File: config.mk
export PLATFORM = sky130hd
export DESIGN_NAME = bce_neg_ln
export DESIGN_NICKNAME = d
export VERILOG_FILES = /design/src/hdl/bce_pkg.sv /design/src/hdl/bce_neg_ln.sv
export SDC_FILE = /design/constraint.sdc
export NUM_CORES = 2
export LEC_CHECK = 0
export ABC_CLOCK_PERIOD_IN_PS = 15400
export BUFFER_PORTS_ARGS = -buffer_cell sky130_fd_sc_hd__buf_2
export CORE_ASPECT_RATIO = 1.5
export CORE_UTILIZATION = 51
export DETAILED_ROUTE_END_ITERATION = 10
export PLACE_DENSITY = 0.67
export SLEW_MARGIN = 20
export SYNTH_ARGS = -nofsm -noshare
export SYNTH_HDL_FRONTEND = slang
export SYNTH_SLANG_ARGS = --single-unit
File: constraint.sdc
create_clock -name i_clk -period 15.4 [get_ports i_clk]
set_clock_uncertainty 0.2 [all_clocks]
set_input_delay 1.54 -clock i_clk [delete_from_list [all_inputs] [get_ports i_clk]]
set_output_delay 1.54 -clock i_clk [all_outputs]
set_load 0.02 [all_outputs]
File: src/hdl/bce_pkg.sv
// Package of types and constants for the binary cross-entropy block.
`timescale 1ns / 1ps
package bce_pkg;
    localparam int FRAC_BITS = 16;

    typedef struct packed {
        logic [16:0] predicted;
        logic [16:0] target;
        logic        last_element;
    } t_in;

    typedef struct packed {
        logic signed [33:0] gradient;
        logic [30:0]        loss_total;
        logic               loss_valid;
    } t_out;

    localparam logic [63:0] LN2_Q28 = 64'd186065279;
    localparam logic [30:0] ACC_MAX = 31'h7FFF_FFFF;
    localparam logic [33:0] GRAD_LIMIT = 34'h1_0000_0000;
endpackage

File: src/hdl/bce_neg_ln.sv
// Iterative -ln(x/S) unit: normalise, thirty squarings, scale by ln 2.
`timescale 1ns / 1ps
module bce_neg_ln #(
    parameter int FRAC_BITS = 16
) (
    input  logic                 i_clk,
    input  logic                 i_rst_n,
    input  logic                 i_start,
    input  logic [FRAC_BITS-1:0] i_x,
    output logic                 o_done,
    output logic [33:0]          o_result
);
    localparam int KW = $clog2(FRAC_BITS + 1);
    localparam logic [1:0] S_IDLE = 2'd0, S_NORM = 2'd1, S_SQ = 2'd2, S_MUL = 2'd3;

    logic [1:0]  r_state, n_state;
    logic [31:0] r_m, n_m;
    logic [KW-1:0] r_k, n_k;
    logic [29:0] r_f, n_f;
    logic [4:0]  r_cnt, n_cnt;
    logic [33:0] r_res, n_res;
    logic        r_done, n_done;
    logic [63:0] w_sq;
    logic [31:0] w_sqm;
    logic [63:0] w_nl2;
    logic [63:0] w_prod;

    assign w_sq  = {32'd0, r_m} * {32'd0, r_m};
    assign w_sqm = w_sq[61:30];
    assign w_nl2 = ({{(64-KW){1'b0}}, r_k} << 30) - {34'd0, r_f};
    assign w_prod = w_nl2 * bce_pkg::LN2_Q28;

    always_comb begin
        n_state = r_state; n_m = r_m; n_k = r_k; n_f = r_f;
        n_cnt = r_cnt; n_res = r_res; n_done = 1'b0;
        unique case (r_state)
            S_IDLE: begin
                if (i_start) begin
                    n_m = {{(32-FRAC_BITS){1'b0}}, i_x};
                    n_k = '0; n_f = '0; n_cnt = '0;
                    n_state = S_NORM;
                end
            end
            S_NORM: begin
                if (r_m[FRAC_BITS] == 1'b0) begin
                    n_m = r_m << 1;
                    n_k = r_k + 1'b1;
                end else begin
                    n_m = r_m << (30 - FRAC_BITS);
                    n_state = S_SQ;
                end
            end
            S_SQ: begin
                if (w_sqm[31]) begin
                    n_m = w_sqm >> 1;
                    n_f = {r_f[28:0], 1'b1};
                end else begin
                    n_m = w_sqm;
                    n_f = {r_f[28:0], 1'b0};
                end
                n_cnt = r_cnt + 1'b1;
                if (r_cnt == 5'd29) n_state = S_MUL;
            end
            S_MUL: begin
                n_res = w_prod[61:28];
                n_done = 1'b1;
                n_state = S_IDLE;
            end
            default: n_state = S_IDLE;
        endcase
    end

    always_ff @(posedge i_clk) begin
        if (!i_rst_n) begin
            r_state <= S_IDLE;
            r_done <= 1'b0;
        end else begin
            r_state <= n_state;
            r_done <= n_done;
        end
        r_m <= n_m; r_k <= n_k; r_f <= n_f; r_cnt <= n_cnt; r_res <= n_res;
    end

    assign o_done = r_done;
    assign o_result = r_res;

    a_done_idle: assert property (@(posedge i_clk) disable iff (!i_rst_n)
        r_done |-> r_state == S_IDLE) else $error("done outside idle");
    a_norm_bound: assert property (@(posedge i_clk) disable iff (!i_rst_n)
        r_state == S_SQ |-> r_m[31] == 1'b0) else $error("mantissa overflow");
    a_start_idle: assert property (@(posedge i_clk) disable iff (!i_rst_n)
        $past(r_state) == S_MUL |-> r_done) else $error("missing done");
endmodule

==> summary.txt <==
Run status
  • Outcome: complete, no violations

Drt
  • TritonRoute pass-1 iters: 5
  • Via count: 35900
  • Initial DRC Count: 2144
  • Remaining antenna violation count after routing: 0
  • Routed wire length: 148000 um
  • Number of remaining DRC errors: 0
  • Vias per cell: 5.46
  • Avg WL per Cell: 22.6 um

Setup path
  • Worst R2R Path Depth: 28
  • Critical Path RT: 15370 ps
  • R2R setup slack: 4580 ps
  • Critical Path Source Type: flip-flop
  • Worst path slowest cell: edfxtp_1
  • Reg-to-Reg Start: r_f[0]
  • Kind of critical path: flip-flop to flip-flop
  • Critical Path Sink: o_result[30]
  • CP Max Fanout: 13
  • Critical path origin: r_f[0]
  • Critical path depth: 28
  • R2R Path End: o_result[30]
  • Crit-path max cell delay: 730 ps
  • Most common cell on crit path: fa_1
  • CP delay by family, top: adder cells
  • Crit. End Element: flip-flop
  • CP bufs+invs: 4
  • Worst path arrival time: 10790 ps

Synthesis
  • Mapped Nets: 7172
  • Mapped Area: 0.0525 mm2
  • Synth area leader: fa_1
  • Yosys top cell area share: 0.498
  • Part of the Yosys area used for sequential elements: 0.0618
  • Primary FF master, synth: edfxtp_1
  • Gate Count Post-Synth: 5271
  • EDFF count, synth: 106
  • Ys Warns: 0
  • Count of different cell masters after synthesis: 91
  • Syn Area/Cell: 9.95 um2
  • Ys async rst share: 0
  • Yosys reg bits: 109
  • Top post-synthesis cells by area: fa_1, ha_1, inv_1

CTS
  • Total CTS buffers: 9
  • Post-cts sizing count: 0
  • H-tree Lvls: 3
  • CTS max path bufs: 2
  • Clk sinks: 109
  • Cts hold-fix bufs: 0
  • Worst-skew pair later-pin latency: 410 ps
  • Clk root buf: clkbuf_16
  • Clock transition at path regs: 90 ps
  • Setup repair bufs after CTS: 0
  • TritonCTS clock tree: yes

STA
  • RSZ-0062 raised after global routing: no
  • Final number of setup-violating endpoints: 0
  • Fmax: 92.4 MHz
  • Setup TNS: 0 ps
  • Slew headroom: 0.162
  • Fin crit period: 10820 ps
  • Worst Max-Slew Pin Slew: 1260 ps
  • Crit share post-route: 0.703
  • Final hold vios: 0
  • Slew Viols, Final: 0
  • Hold Slack: 414 ps

Global routing
  • First-pass GRT wire length: 230000 um
  • Total GRT Usage: 0.297
  • Vias in the first global route: 40900
  • Largest net degree at the start of global routing: 50
  • Grt total ovfl: 0
  • Initial antenna violation count: 4

Die
  • Die Area: 0.104 mm2
  • Die X: 264 um
  • Core footprint: 0.102 mm2
  • Starting density of the core: 0.516
  • # rows: 143
  • Io pins: 54
  • Die Y: 395 um

Layout
  • Area growth syn-to-layout: 4.24%
  • Layout fillers: 9219
  • Layout cells sized above 1: 0.0378
  • Final nets: 7156

Placed design
  • Final GP Congestion: 0.983
  • Port Buffer Count: 53
  • Hpwl dp: 126000 um

Min path
  • Hold Path Class: flip-flop to flip-flop
  • Hold_sp: r_f[26]

Job
  • Max cap viols: 0
==> per-stage QoR <==
stage,instance area [um2],util,worst slack [ps],instances
3_5_place_dp,54300,0.535,4650,6546
3_3_place_gp,54300,0.534,4780,6545
6_report,54700,0.538,4580,6568
5_1_grt,54700,0.538,4050,6565
4_1_cts,54600,0.538,4620,6562
2_1_floorplan,52500,-,3450,5271
==> kinds of logic (layout without fill, tap and decap cells) <==
group,count (synthesis),count (layout),synth area share
buf+inv,1703,1692,0.123
xor+xnor,170,170,0.0287
mux,18,18,0.00355
other cells,0,3,0
flops,109,109,0.0618
simple gates,929,929,0.0894
compound gates,460,460,0.0583
fa+ha+maj,1882,1882,0.635
==> synth_stat cells (7+ instances only) <==
master / n
a22oi_1: 7
nor2b_1: 24
o21bai_1: 14
nor4_1: 15
o21ai_0: 63
fa_1: 1305
inv_1: 1548
nor2_1: 121
nor3_1: 19
o31ai_1: 9
ha_1: 577
a21oi_1: 138
a21o_1: 80
a31oi_1: 35
o211ai_1: 10
nand4_1: 22
mux2i_1: 13
clkbuf_1: 145
o22ai_1: 8
xnor2_1: 97
a31o_2: 10
edfxtp_1: 106
nand3_1: 32
and3_1: 19
o21a_1: 11
xor2_1: 72
a211oi_1: 21
nand2b_1: 13
or2_2: 12
and2_1: 263
nand2_1: 349
==> layout by cell type (no fill, tap or decap), types with 19 or more instances in the layout <==
| cell | n |
|---|---|
| inv_1 | 1547 |
| fa_1 | 1305 |
| ha_1 | 576 |
| nand2_1 | 349 |
| and2_1 | 263 |
| a21oi_1 | 138 |
| nor2_1 | 120 |
| edfxtp_1 | 106 |
| xnor2_1 | 97 |
| a21o_1 | 80 |
| xor2_1 | 72 |
| buf_4 | 70 |
| o21ai_0 | 62 |
| buf_2 | 54 |
| a31oi_1 | 35 |
| nand3_1 | 32 |
| nor2b_1 | 24 |
| nand4_1 | 22 |
| a211oi_1 | 21 |
| nor3_1 | 19 |
| and3_1 | 19 |
==> cell type report <==
type / instances / area [um2] / area share
Inverter: 1549 / 5810 / 0.106
Sequential cell: 109 / 3240 / 0.0593
Clock buffer: 9 / 225 / 0.00412
Multi-Input combinational cell: 3459 / 42800 / 0.783
Timing Repair Buffer: 127 / 858 / 0.0157
Antenna cell: 3 / 7.51 / 0.000137
Tap cell: 1305 / 1630 / 0.0299
Clock inverter: 7 / 91.3 / 0.00167
==> routing by layer <==
layer	part of all wire	wire length (um)	track usage	vias up
li1	-	-	-	15700
met1	0.33	48900	0.307	18400
met2	0.54	79900	0.550	1217
met3	0.042	6160	0.0320	549
met4	0.089	13200	0.224	2
met5	0.000088	13	0	-
==> flip-flops by register name, indices dropped and copies added (netlist names) <==
signal / count
o_done: 1
o_result: 34
r_cnt: 5
r_f: 30
r_k: 5
r_m: 32
r_state: 2
==> worst min path at each step <==
stage	to	cells past startpoint
after global routing	r_f[27]	1
after detailed placement	r_f[6]	1
final	r_f[27]	1
after floorplan	r_f[16]	1
after global placement	r_f[16]	1
after CTS	r_f[27]	1
Power is left out: the tool's default activity adds up to more than one toggle a clock period on the data nets, which glitch-free logic cannot reach.
