===== src/hdl/bce_pkg.sv =====
// Package of types and constants for the binary cross-entropy block.
`timescale 1ns / 1ps
package bce_pkg;
    localparam int FRAC_BITS = 16;

    typedef struct packed {
        logic [16:0] predicted;
        logic [16:0] target;
        logic        last_element;
    } t_in;

    typedef struct packed {
        logic signed [33:0] gradient;
        logic [30:0]        loss_total;
        logic               loss_valid;
    } t_out;

    localparam logic [63:0] LN2_Q28 = 64'd186065279;
    localparam logic [30:0] ACC_MAX = 31'h7FFF_FFFF;
    localparam logic [33:0] GRAD_LIMIT = 34'h1_0000_0000;
endpackage


===== src/hdl/bce_divider.sv =====
// Restoring long divider for the gradient magnitude with rounding and saturation.
`timescale 1ns / 1ps
module bce_divider #(
    parameter int FRAC_BITS = 16
) (
    input  logic                   i_clk,
    input  logic                   i_rst_n,
    input  logic                   i_start,
    input  logic [FRAC_BITS:0]     i_num,
    input  logic [2*FRAC_BITS:0]   i_den,
    output logic                   o_done,
    output logic [33:0]            o_mag
);
    localparam int NB = 3 * FRAC_BITS + 1;
    localparam int CW = $clog2(NB + 1);
    localparam int RW = 2 * FRAC_BITS + 2;

    logic          r_busy, r_done;
    logic [CW-1:0] r_i;
    logic [RW-1:0] r_rem;
    logic [34:0]   r_q;
    logic          r_sat;
    logic [FRAC_BITS:0]   r_num;
    logic [2*FRAC_BITS:0] r_den;
    logic [33:0]   w_mag;
    logic [RW-1:0] w_sh;
    logic          w_bit, w_ge;
    logic [RW-1:0] w_den;
    logic [CW-1:0] w_idx;
    logic [34:0]   w_q1;

    assign w_den = {1'b0, r_den};
    assign w_idx = r_i - CW'(2 * FRAC_BITS);
    assign w_bit = (r_i >= CW'(2 * FRAC_BITS)) ? r_num[w_idx[$clog2(FRAC_BITS+1)-1:0]] : 1'b0;
    assign w_sh  = {r_rem[RW-2:0], w_bit};
    assign w_ge  = w_sh >= w_den;
    assign w_q1  = r_q + 35'd1;

    always_ff @(posedge i_clk) begin
        if (!i_rst_n) begin
            r_busy <= 1'b0;
            r_done <= 1'b0;
        end else begin
            r_done <= 1'b0;
            if (i_start && !r_busy) begin
                r_busy <= 1'b1;
                r_i <= CW'(NB - 1);
                r_rem <= '0; r_q <= '0; r_sat <= 1'b0;
                r_num <= i_num; r_den <= i_den;
            end else if (r_busy) begin
                r_rem <= w_ge ? w_sh - w_den : w_sh;
                if (r_q > 35'(bce_pkg::GRAD_LIMIT)) r_sat <= 1'b1;
                else r_q <= {r_q[33:0], w_ge};
                if (r_i == '0) begin
                    r_busy <= 1'b0;
                    r_done <= 1'b1;
                end else r_i <= r_i - 1'b1;
            end
        end
    end

    always_comb begin
        if (r_sat || r_q >= 35'(bce_pkg::GRAD_LIMIT)) w_mag = bce_pkg::GRAD_LIMIT;
        else if ({r_rem, 1'b0} >= {1'b0, w_den}) w_mag = w_q1[33:0];
        else w_mag = r_q[33:0];
    end

    assign o_done = r_done;
    assign o_mag = w_mag;

    a_done_pulse: assert property (@(posedge i_clk) disable iff (!i_rst_n)
        r_done |-> !r_busy) else $error("done while busy");
    a_mag_limit: assert property (@(posedge i_clk) disable iff (!i_rst_n)
        r_done |-> o_mag <= bce_pkg::GRAD_LIMIT) else $error("magnitude above limit");
    a_rem_bound: assert property (@(posedge i_clk) disable iff (!i_rst_n)
        r_done |-> r_rem < w_den) else $error("remainder not reduced");
endmodule


===== config.mk =====
export PLATFORM = sky130hd
export DESIGN_NAME = bce_divider
export DESIGN_NICKNAME = d
export VERILOG_FILES = /design/src/hdl/bce_pkg.sv /design/src/hdl/bce_divider.sv
export SDC_FILE = /design/constraint.sdc
export NUM_CORES = 1
export LEC_CHECK = 0
export ABC_AREA = 1
export BUFFER_PORTS_ARGS = -buffer_cell sky130_fd_sc_hd__buf_2
export CORE_MARGIN = 1
export CORE_UTILIZATION = 35
export DETAILED_ROUTE_END_ITERATION = 16
export GPL_ROUTABILITY_DRIVEN = 0
export PLACE_DENSITY = 0.62
export SYNTH_ARGS = -nofsm -noshare
export SYNTH_HDL_FRONTEND = slang
export SYNTH_SLANG_ARGS = --single-unit

===== constraint.sdc =====
create_clock -name i_clk -period 4.2 [get_ports i_clk]
set_clock_uncertainty 0.2 [all_clocks]
set_input_delay 0.84 -clock i_clk [delete_from_list [all_inputs] [get_ports i_clk]]
set_output_delay 0.84 -clock i_clk [all_outputs]
set_load 0.1 [all_outputs]

==> results of run 1 <==
==> area by class of cell <==
cell class | instances | area [um^2]
inverters | 225 | 845
fillers | 2762 | 15600
well taps | 341 | 427
repair buffers | 100 | 821
flip-flops and latches | 128 | 3820
clock buffers | 18 | 439
multi-input cells | 951 | 4870
clock inverters | 14 | 204
==> routing by layer <==
metal  vias up  track usage [%]
met5         -                0
met4         0             5.93
met3        41             2.94
met2       235             30.4
met1      4029             26.6
li1       4444                -
==> cells in the final DEF (no fill, tap or decap), drive strengths merged <==
cell,count
xnor2,2
inv,228
edfxtp,126
a21boi,3
xor2,37
ha,37
clkinvlp,2
nand3,85
bufinv,4
o211ai,1
o21ai,16
fa,1
clkbuf,29
nand4,25
clkinv,5
and2,3
o21bai,3
nor3,23
nand3b,34
nand2,407
a21oi,82
conb,1
or2,3
nor2,183
nor4,4
and3,1
buf,89
dfxtp,2
==> power groups by stage <==
stage / clock network (W) / logic, W / registers [W]
finish: 0.00163 / 0.00110 / 0.00159
global route: 0.00172 / 0.00124 / 0.00160
CTS: 0.00167 / 0.00109 / 0.00159
detailed placement: 0 / 0.00108 / 0.00161
global placement: 0 / 0.00107 / 0.00161
floorplan: 0 / 0.000845 / 0.00159
==> state kept, by name, summed over array words and instances, names as in the netlist <==
signal  count
r_busy      1
r_num      17
r_q        35
r_sat       1
o_done      1
r_i         6
r_den      33
r_rem      34
==> per-stage QoR <==
step                      cells  utilization, %  hold slack [ps]
after CTS                  1777            42.1              370
final                      1777            42.3              380
after global routing       1777            42.3              373
after detailed placement   1745            39.6              361
after floorplan            1337               -              292
after global placement     1745            39.6              353
==> logic make-up after synthesis <==
| logic type | Yosys count |
|---|---|
| AO/OA/AOI/OAI | 105 |
| XOR/XNOR | 39 |
| adder cells (fa/ha/maj) | 38 |
| buffers and inverters | 258 |
| flip-flops | 128 |
| other | 1 |
| AND/OR/NAND/NOR | 768 |
==> what timing repair did <==
action / CTS / global route
setup buffers: 0 / 0
hold endpoints to repair: 0 / 0
endpoints found under the setup margin: 10 / 31
resized for setup: 10 / 18
==> worst reg2reg max path, delay by kind of cell, from the launching register on <==
kind	cells	cell delay, ps
and+or+nand+nor	14	1380
AOI/OAI and AO/OA	1	70
adders and majority gates	2	620
DFF	1	350
buffers and inverters	3	720
==> how the worst max path moves through the flow <==
| stage | slack (ps) | to | cells past startpoint |
|---|---|---|---|
| after floorplan | 30 | o_mag[6] | 12 |
| after global placement | 440 | o_mag[28] | 13 |
| after detailed placement | 430 | o_mag[28] | 13 |
| after CTS | 0.7 | o_mag[25] | 13 |
| after global routing | 2 | o_mag[21] | 13 |
| final | 170 | o_mag[6] | 14 |
==> impl_results.md, run 1 <==
* Outcome: complete, no violations
* Psw at 0.00141 W
* Launch point of the critical path: r_rem[17]
* Total power of the final layout at 0.00432 W
* Top layer used by detailed routing: met4
* Portion of the post-synthesis area used by sequential elements at 39.5%
* Commonest cells in the netlist: 385 x sky130_fd_sc_hd__nand2_1, 218 x sky130_fd_sc_hd__inv_1, 168 x sky130_fd_sc_hd__nor2_1
* Core Box Area at 27000 um^2
* Launch point of the worst reg-to-reg path: r_i[0]
* Yosys synthesis warning count at 0
* Launch instance of the worst min-delay path: r_q[33]
* Average via count per standard cell at about 5
* TritonCTS Buffers at 17
* Maximum resistive drop on vdd at roughly 0.00024 V
* Number of unique standard cell types used by synthesis at a little over 40
* Largest incremental delay on the critical path at ~400 ps
* DP HPWL at roughly 20000 um
* Final routed DRC violation total at 0
* Portion of synthesized cell area occupied by the leading cell type at 39.1%
* Capture instance of the worst register-to-register path: r_rem[6]
* Gate count of the mapped netlist at around 1300
* Standard-cell rows at 60
* Met2 wire len at around 11000 um
* Count of boundary I/O pins at roughly 90
* Most repeated cell in the gate-level netlist after synthesis: sky130_fd_sc_hd__nand2_1
* Maximum buffer depth of the clock tree at 2
* Antenna violations before repair at 0
* Worst-case setup margin in the final layout at ~170 ps
* Post-synthesis share of cell area spent on full adders, half adders and majority gates at roughly 5.0%
* EDFF count, synth at 126
* Post-route cell area at 11400 um^2
* R2R Setup Slk at 640 ps
* Mux cell area share after synthesis at 0%
* Cell area power density at approximately 380 nW/um^2
* Cell area after technology mapping at ~9700 um^2
* Compound-gate portion of the synthesized area at under 10%
* Slowest library cell on the worst path: sky130_fd_sc_hd__ha_1
* Static power due to leakage at ~5.4 nW
* Cell-by-cell listing of the critical path: ha_1, nand2_2, inv_1, nand2_1, nand2_1, inv_1, nand2_1, inv_2, nand2_1, nand2_2, buf_6, nand3_1, a21oi_1, buf_12
* Sequential cell fraction of total power at between 30% and 40%
* Average instance area after synthesis at between 7 and 8 um^2
* Metal1 wirelength at ~13000 um
* Synthesized net count at about 1400
* Area share of xor/xnor cells in the synthesized design at 3.53%
* Synth Area in Simple Gates at 34.9%
* Most frequently used flop master after synthesis: sky130_fd_sc_hd__edfxtp_1
* Layout Area Growth over Synthesis at 18.1%
* Part of the cycle the worst path needs at between 90% and 100%
* Number of I/O port buffers at 86
* Count of final hold-check violations at 0
* Kind of end point of the critical path: primary output
* Worst path top cell family by delay: simple AND/OR/NAND/NOR gates
* Number of cells on the worst hold path at 2
* Clock sink count at around 130
* Combinational power share at roughly a quarter
* Number of antenna repair diodes at 0
* Clock slew at reported path FFs at roughly 60 ps
* CP Buf/Inv Count at 5
* Dpl ws at between 400 and 500 ps
* Biggest area consumer among synthesized cells: sky130_fd_sc_hd__edfxtp_1
* CP max FO at 25
* Critical path start-end classification: flip-flop to primary output
* Dominant combinational cell family by area after synthesis: simple AND/OR/NAND/NOR gates
* Internal cell power at about 0.0029 W
* CTS Root Buffer Type: sky130_fd_sc_hd__clkbuf_16
* Post-CTS Hold Buffers at 0
* Highest attainable clock frequency at 248 MHz
* Detailed Route Iter0 Violations at around 670
* First drt pass iteration count at 6
* Class of the worst hold path: flip-flop to flip-flop
* Remaining global-route overflow at 0
* Number of max-cap violations at 0
* H-Tree Depth at 4
* Arrival time of data at the critical path endpoint at about 3000 ps
* Largest net degree at the start of global routing at 56
* Fraction of layout cells with a size suffix above 1 at approximately 14%
* Tightest Pin Transition at between 700 and 800 ps
* WHS Endpoint: r_q[34]
* Overall die width at ~170 um
* Number of nets in the layout at between 1500 and 2000
* Net switching fraction of the power at 32.6%
* Final number of max-transition violations at 0
* Unrepaired setup endpoints after global routing: no
* Rel. slew slack at 51.0%
* Synthesis-stage register bit count at between 100 and 150
* CTS tree: done
* Met3 WL at around 1200 um
* Die Y-Extent at ~170 um
* Crit path launch type: flip-flop
* Depth of the most critical reg-to-reg path at 20
* Antenna viol nets, final at 0
* Proportion of synthesized flip-flops having asynchronous set or reset at 0%
* Proportion of power drawn by the clock network at 37.8%
* Dominant cells by area after synthesis: sky130_fd_sc_hd__edfxtp_1 39%, sky130_fd_sc_hd__nand2_1 15%, sky130_fd_sc_hd__inv_1 8.5%
* Setup_tns at 0 ps
* Global-route wire length before repair at approximately 43000 um
* Vias in the first global route at 8502
* Placement Cell Area at between 10000 and 15000 um^2
* Required time reported for the critical path endpoint at roughly 3200 ps
* Starting density of the core at ~36%
* Fin crit period at ~4000 ps
* Vias at ~8700
* Clock latency at the later pin of the worst-skew pair at 430 ps
* Die footprint at 28300 um^2
* Post-detailed-route wirelength per cell at 14.5 um
* Most frequent CP cell: sky130_fd_sc_hd__nand2_1
* Total routed wirelength at 25800 um
* Final-report setup violation count at 0
* Total Routing Usage GR at between 10% and 20%
(Power assumes the default switching activity.)
==> run 2: changes to the inputs <==
--- a/config.mk
+++ b/config.mk
@@ -9,9 +9,9 @@
 export BUFFER_PORTS_ARGS = -buffer_cell sky130_fd_sc_hd__buf_2
 export CORE_MARGIN = 1
 export CORE_UTILIZATION = 35
+export CTS_BUF_LIST = sky130_fd_sc_hd__clkbuf_4 sky130_fd_sc_hd__clkbuf_8
 export DETAILED_ROUTE_END_ITERATION = 16
 export GPL_ROUTABILITY_DRIVEN = 0
-export PLACE_DENSITY = 0.62
 export SYNTH_ARGS = -nofsm -noshare
 export SYNTH_HDL_FRONTEND = slang
 export SYNTH_SLANG_ARGS = --single-unit
==> constraint.sdc (replaced) <==
create_clock -name i_clk -period 3.35 [get_ports i_clk]
set_clock_uncertainty 0.2 [all_clocks]
set_input_delay 0.67 -clock i_clk [delete_from_list [all_inputs] [get_ports i_clk]]
set_output_delay 0.67 -clock i_clk [all_outputs]
set_load 0.1 [all_outputs]
==> impl_results.md, run 2 (synthesis gave the netlist of run 1 again) <==
* Count of final hold-check violations at 0
* Antenna viol nets, final at 0
* Final-layout fill cell count at 2598
* Critical path start-end classification: flip-flop to primary output
* Post-detailed-route wirelength per cell at 15.9 um
* Average via count per standard cell at between 5 and 6
* Register name with the most flops: r_q
* Cell area power density at ~390 nW/um^2
* Commonest non-fill, non-tap cells in the layout: 345 x sky130_fd_sc_hd__nand2_1, 206 x sky130_fd_sc_hd__inv_1, 150 x sky130_fd_sc_hd__nor2_1, 126 x sky130_fd_sc_hd__edfxtp_1, 72 x sky130_fd_sc_hd__nand3_1
* H-Tree Depth at 4
* Dpl ws at -100 ps
* Arrival time of data at the critical path endpoint at between 2000 and 3000 ps
* Number of antenna repair diodes at 0
* Rel. slew slack at around 50%
* Standard-cell rows at 60
* FF+latch area at 3820 um^2
* Setup_tns at -8250 ps
* Unrepaired setup endpoints after global routing: yes
* Outcome: complete, but fails checks
* Static power due to leakage at ~5.9 nW
* Die footprint at 28300 um^2
* TritonCTS Buffers at 17
* Clock latency at the later pin of the worst-skew pair at between 400 and 500 ps
* Commonest non-fill, non-tap cell in the layout: sky130_fd_sc_hd__nand2_1
* Kind of end point of the critical path: primary output
* Number of max-cap violations at 0
* Number of I/O port buffers at 86
* Vias at 9437
* Die Y-Extent at around 170 um
* Maximum buffer depth of the clock tree at 2
* Clock sink count at 128
* CP max FO at 7
* Starting density of the core at a little over a third
* Maximum resistive drop on vdd at about 0.00022 V
* Remaining global-route overflow at 0
* Total power of the final layout at 0.00514 W
* Count of boundary I/O pins at 88
* Overall die width at roughly 170 um
* Launch point of the critical path: r_rem[7]
* Number of nets in the layout at between 1500 and 2000
* Final-report setup violation count at 33
* Worst-case setup margin in the final layout at -282 ps
* Part of the cycle the worst path needs at 108%
* Tightest Pin Transition at ~760 ps
* Depth of the most critical reg-to-reg path at 20
* Launch point of the worst reg-to-reg path: r_i[0]
* R2R Setup Slk at around 50 ps
* Largest net degree at the start of global routing at between 50 and 60
* Core Box Area at about 27000 um^2
* Launch instance of the worst min-delay path: i_den[3]
* Antenna violations before repair at 0
* Detailed Route Iter0 Violations at roughly 800
* Failing checks: setup timing
* Largest register FFs at 35
* DP HPWL at 20400 um
* Final number of max-transition violations at 0
* Worst hold slack at ~160 ps
* Vias in the first global route at ~9000
* Highest attainable clock frequency at 275 MHz
* Fin crit period at between 3000 and 4000 ps
* Class of the worst hold path: primary input to flip-flop
* CTS Root Buffer Type: sky130_fd_sc_hd__clkbuf_8
* Number of cells on the worst hold path at 1
* Total Routing Usage GR at 20.4%
* # placed instances at 1774
* Area occupied by multi-input gates at 5860 um^2
* Capture instance of the worst register-to-register path: r_rem[16]
* CTS tree: done
* Global-route wire length before repair at 45700 um
* Clock slew at reported path FFs at ~100 ps
* Registers with the most flip-flops: r_q: 35 flops, r_rem: 34 flops, r_den: 33 flops
* Fraction of layout cells with a size suffix above 1 at a little over a quarter
* Crit path launch type: flip-flop
* Final routed DRC violation total at 0
* First drt pass iteration count at 7
* Number of non-filler instances in the completed layout at 1858
* Layout Area Growth over Synthesis at 36.4%
* Total routed wirelength at between 20000 and 30000 um
* Required time reported for the critical path endpoint at roughly 2500 ps
* WHS Endpoint: r_den[3]
==> run 2: routing by layer <==
metal	vias up	part of all wire, %	global-route usage (%)
li1	4610	-	-
met1	4408	46	27.9
met2	352	45	32.0
met3	67	6.8	3.76
met4	0	2.8	7.75
met5	-	0	0
==> run 2: what timing repair did <==
item                       in CTS  in global routing
pin swaps                      24                 18
gates resized for setup        96                 68
buffers inserted               27                 14
setup endpoints to repair      44                 68
gates cloned                    1                 10
hold buffers                    0                  0
==> run 2: area by class of cell <==
cell class	instances	area share, %
Clock buffer	21	2.14
Clock inverter	11	0.636
Inverter	225	6.47
Multi-Input combinational cell	954	44.5
Sequential cell	128	29.0
Tap cell	341	3.23
Timing Repair Buffer	178	14.1
==> run 2: stage by stage <==
step	utilization [%]	area [um^2]
6_report	48.8	13200
5_1_grt	48.8	13200
4_1_cts	46.6	12600
3_5_place_dp	42.6	11500
3_3_place_gp	42.6	11500
2_1_floorplan	-	9970
==> run 2: where the power goes <==
group          internal, W  switching [W]  leakage, nW  total (W)
Combinational     0.000723        0.00112         4.52    0.00184
Sequential         0.00192      0.0000941         1.21    0.00201
Clock             0.000583       0.000710        0.178    0.00129
Total              0.00322        0.00192         5.90    0.00514
==> run 2: worst max path at each step <==
stage	cells past startpoint	slack, ps	to
after global placement	13	-20	o_mag[28]
after global routing	14	-400	o_mag[12]
after floorplan	13	-170	o_mag[26]
after detailed placement	19	-100	r_rem[33]
after CTS	12	-190	o_mag[5]
final	14	-280	o_mag[28]
==> run 2: worst max-delay path, stage by stage (launching register included) <==
cell and delay (ps):
sky130_fd_sc_hd__edfxtp_1 440, sky130_fd_sc_hd__ha_4 320, sky130_fd_sc_hd__nand2_4 60, sky130_fd_sc_hd__nor2_4 130, sky130_fd_sc_hd__nand3_4 110, sky130_fd_sc_hd__nor2_4 150, sky130_fd_sc_hd__nand3_2 100, sky130_fd_sc_hd__nand2_2 100
sky130_fd_sc_hd__nor2_4 50, sky130_fd_sc_hd__buf_6 130, sky130_fd_sc_hd__nand2_8 120, sky130_fd_sc_hd__buf_12 150, sky130_fd_sc_hd__nand2_2 70, sky130_fd_sc_hd__a21oi_4 170, sky130_fd_sc_hd__buf_12 190
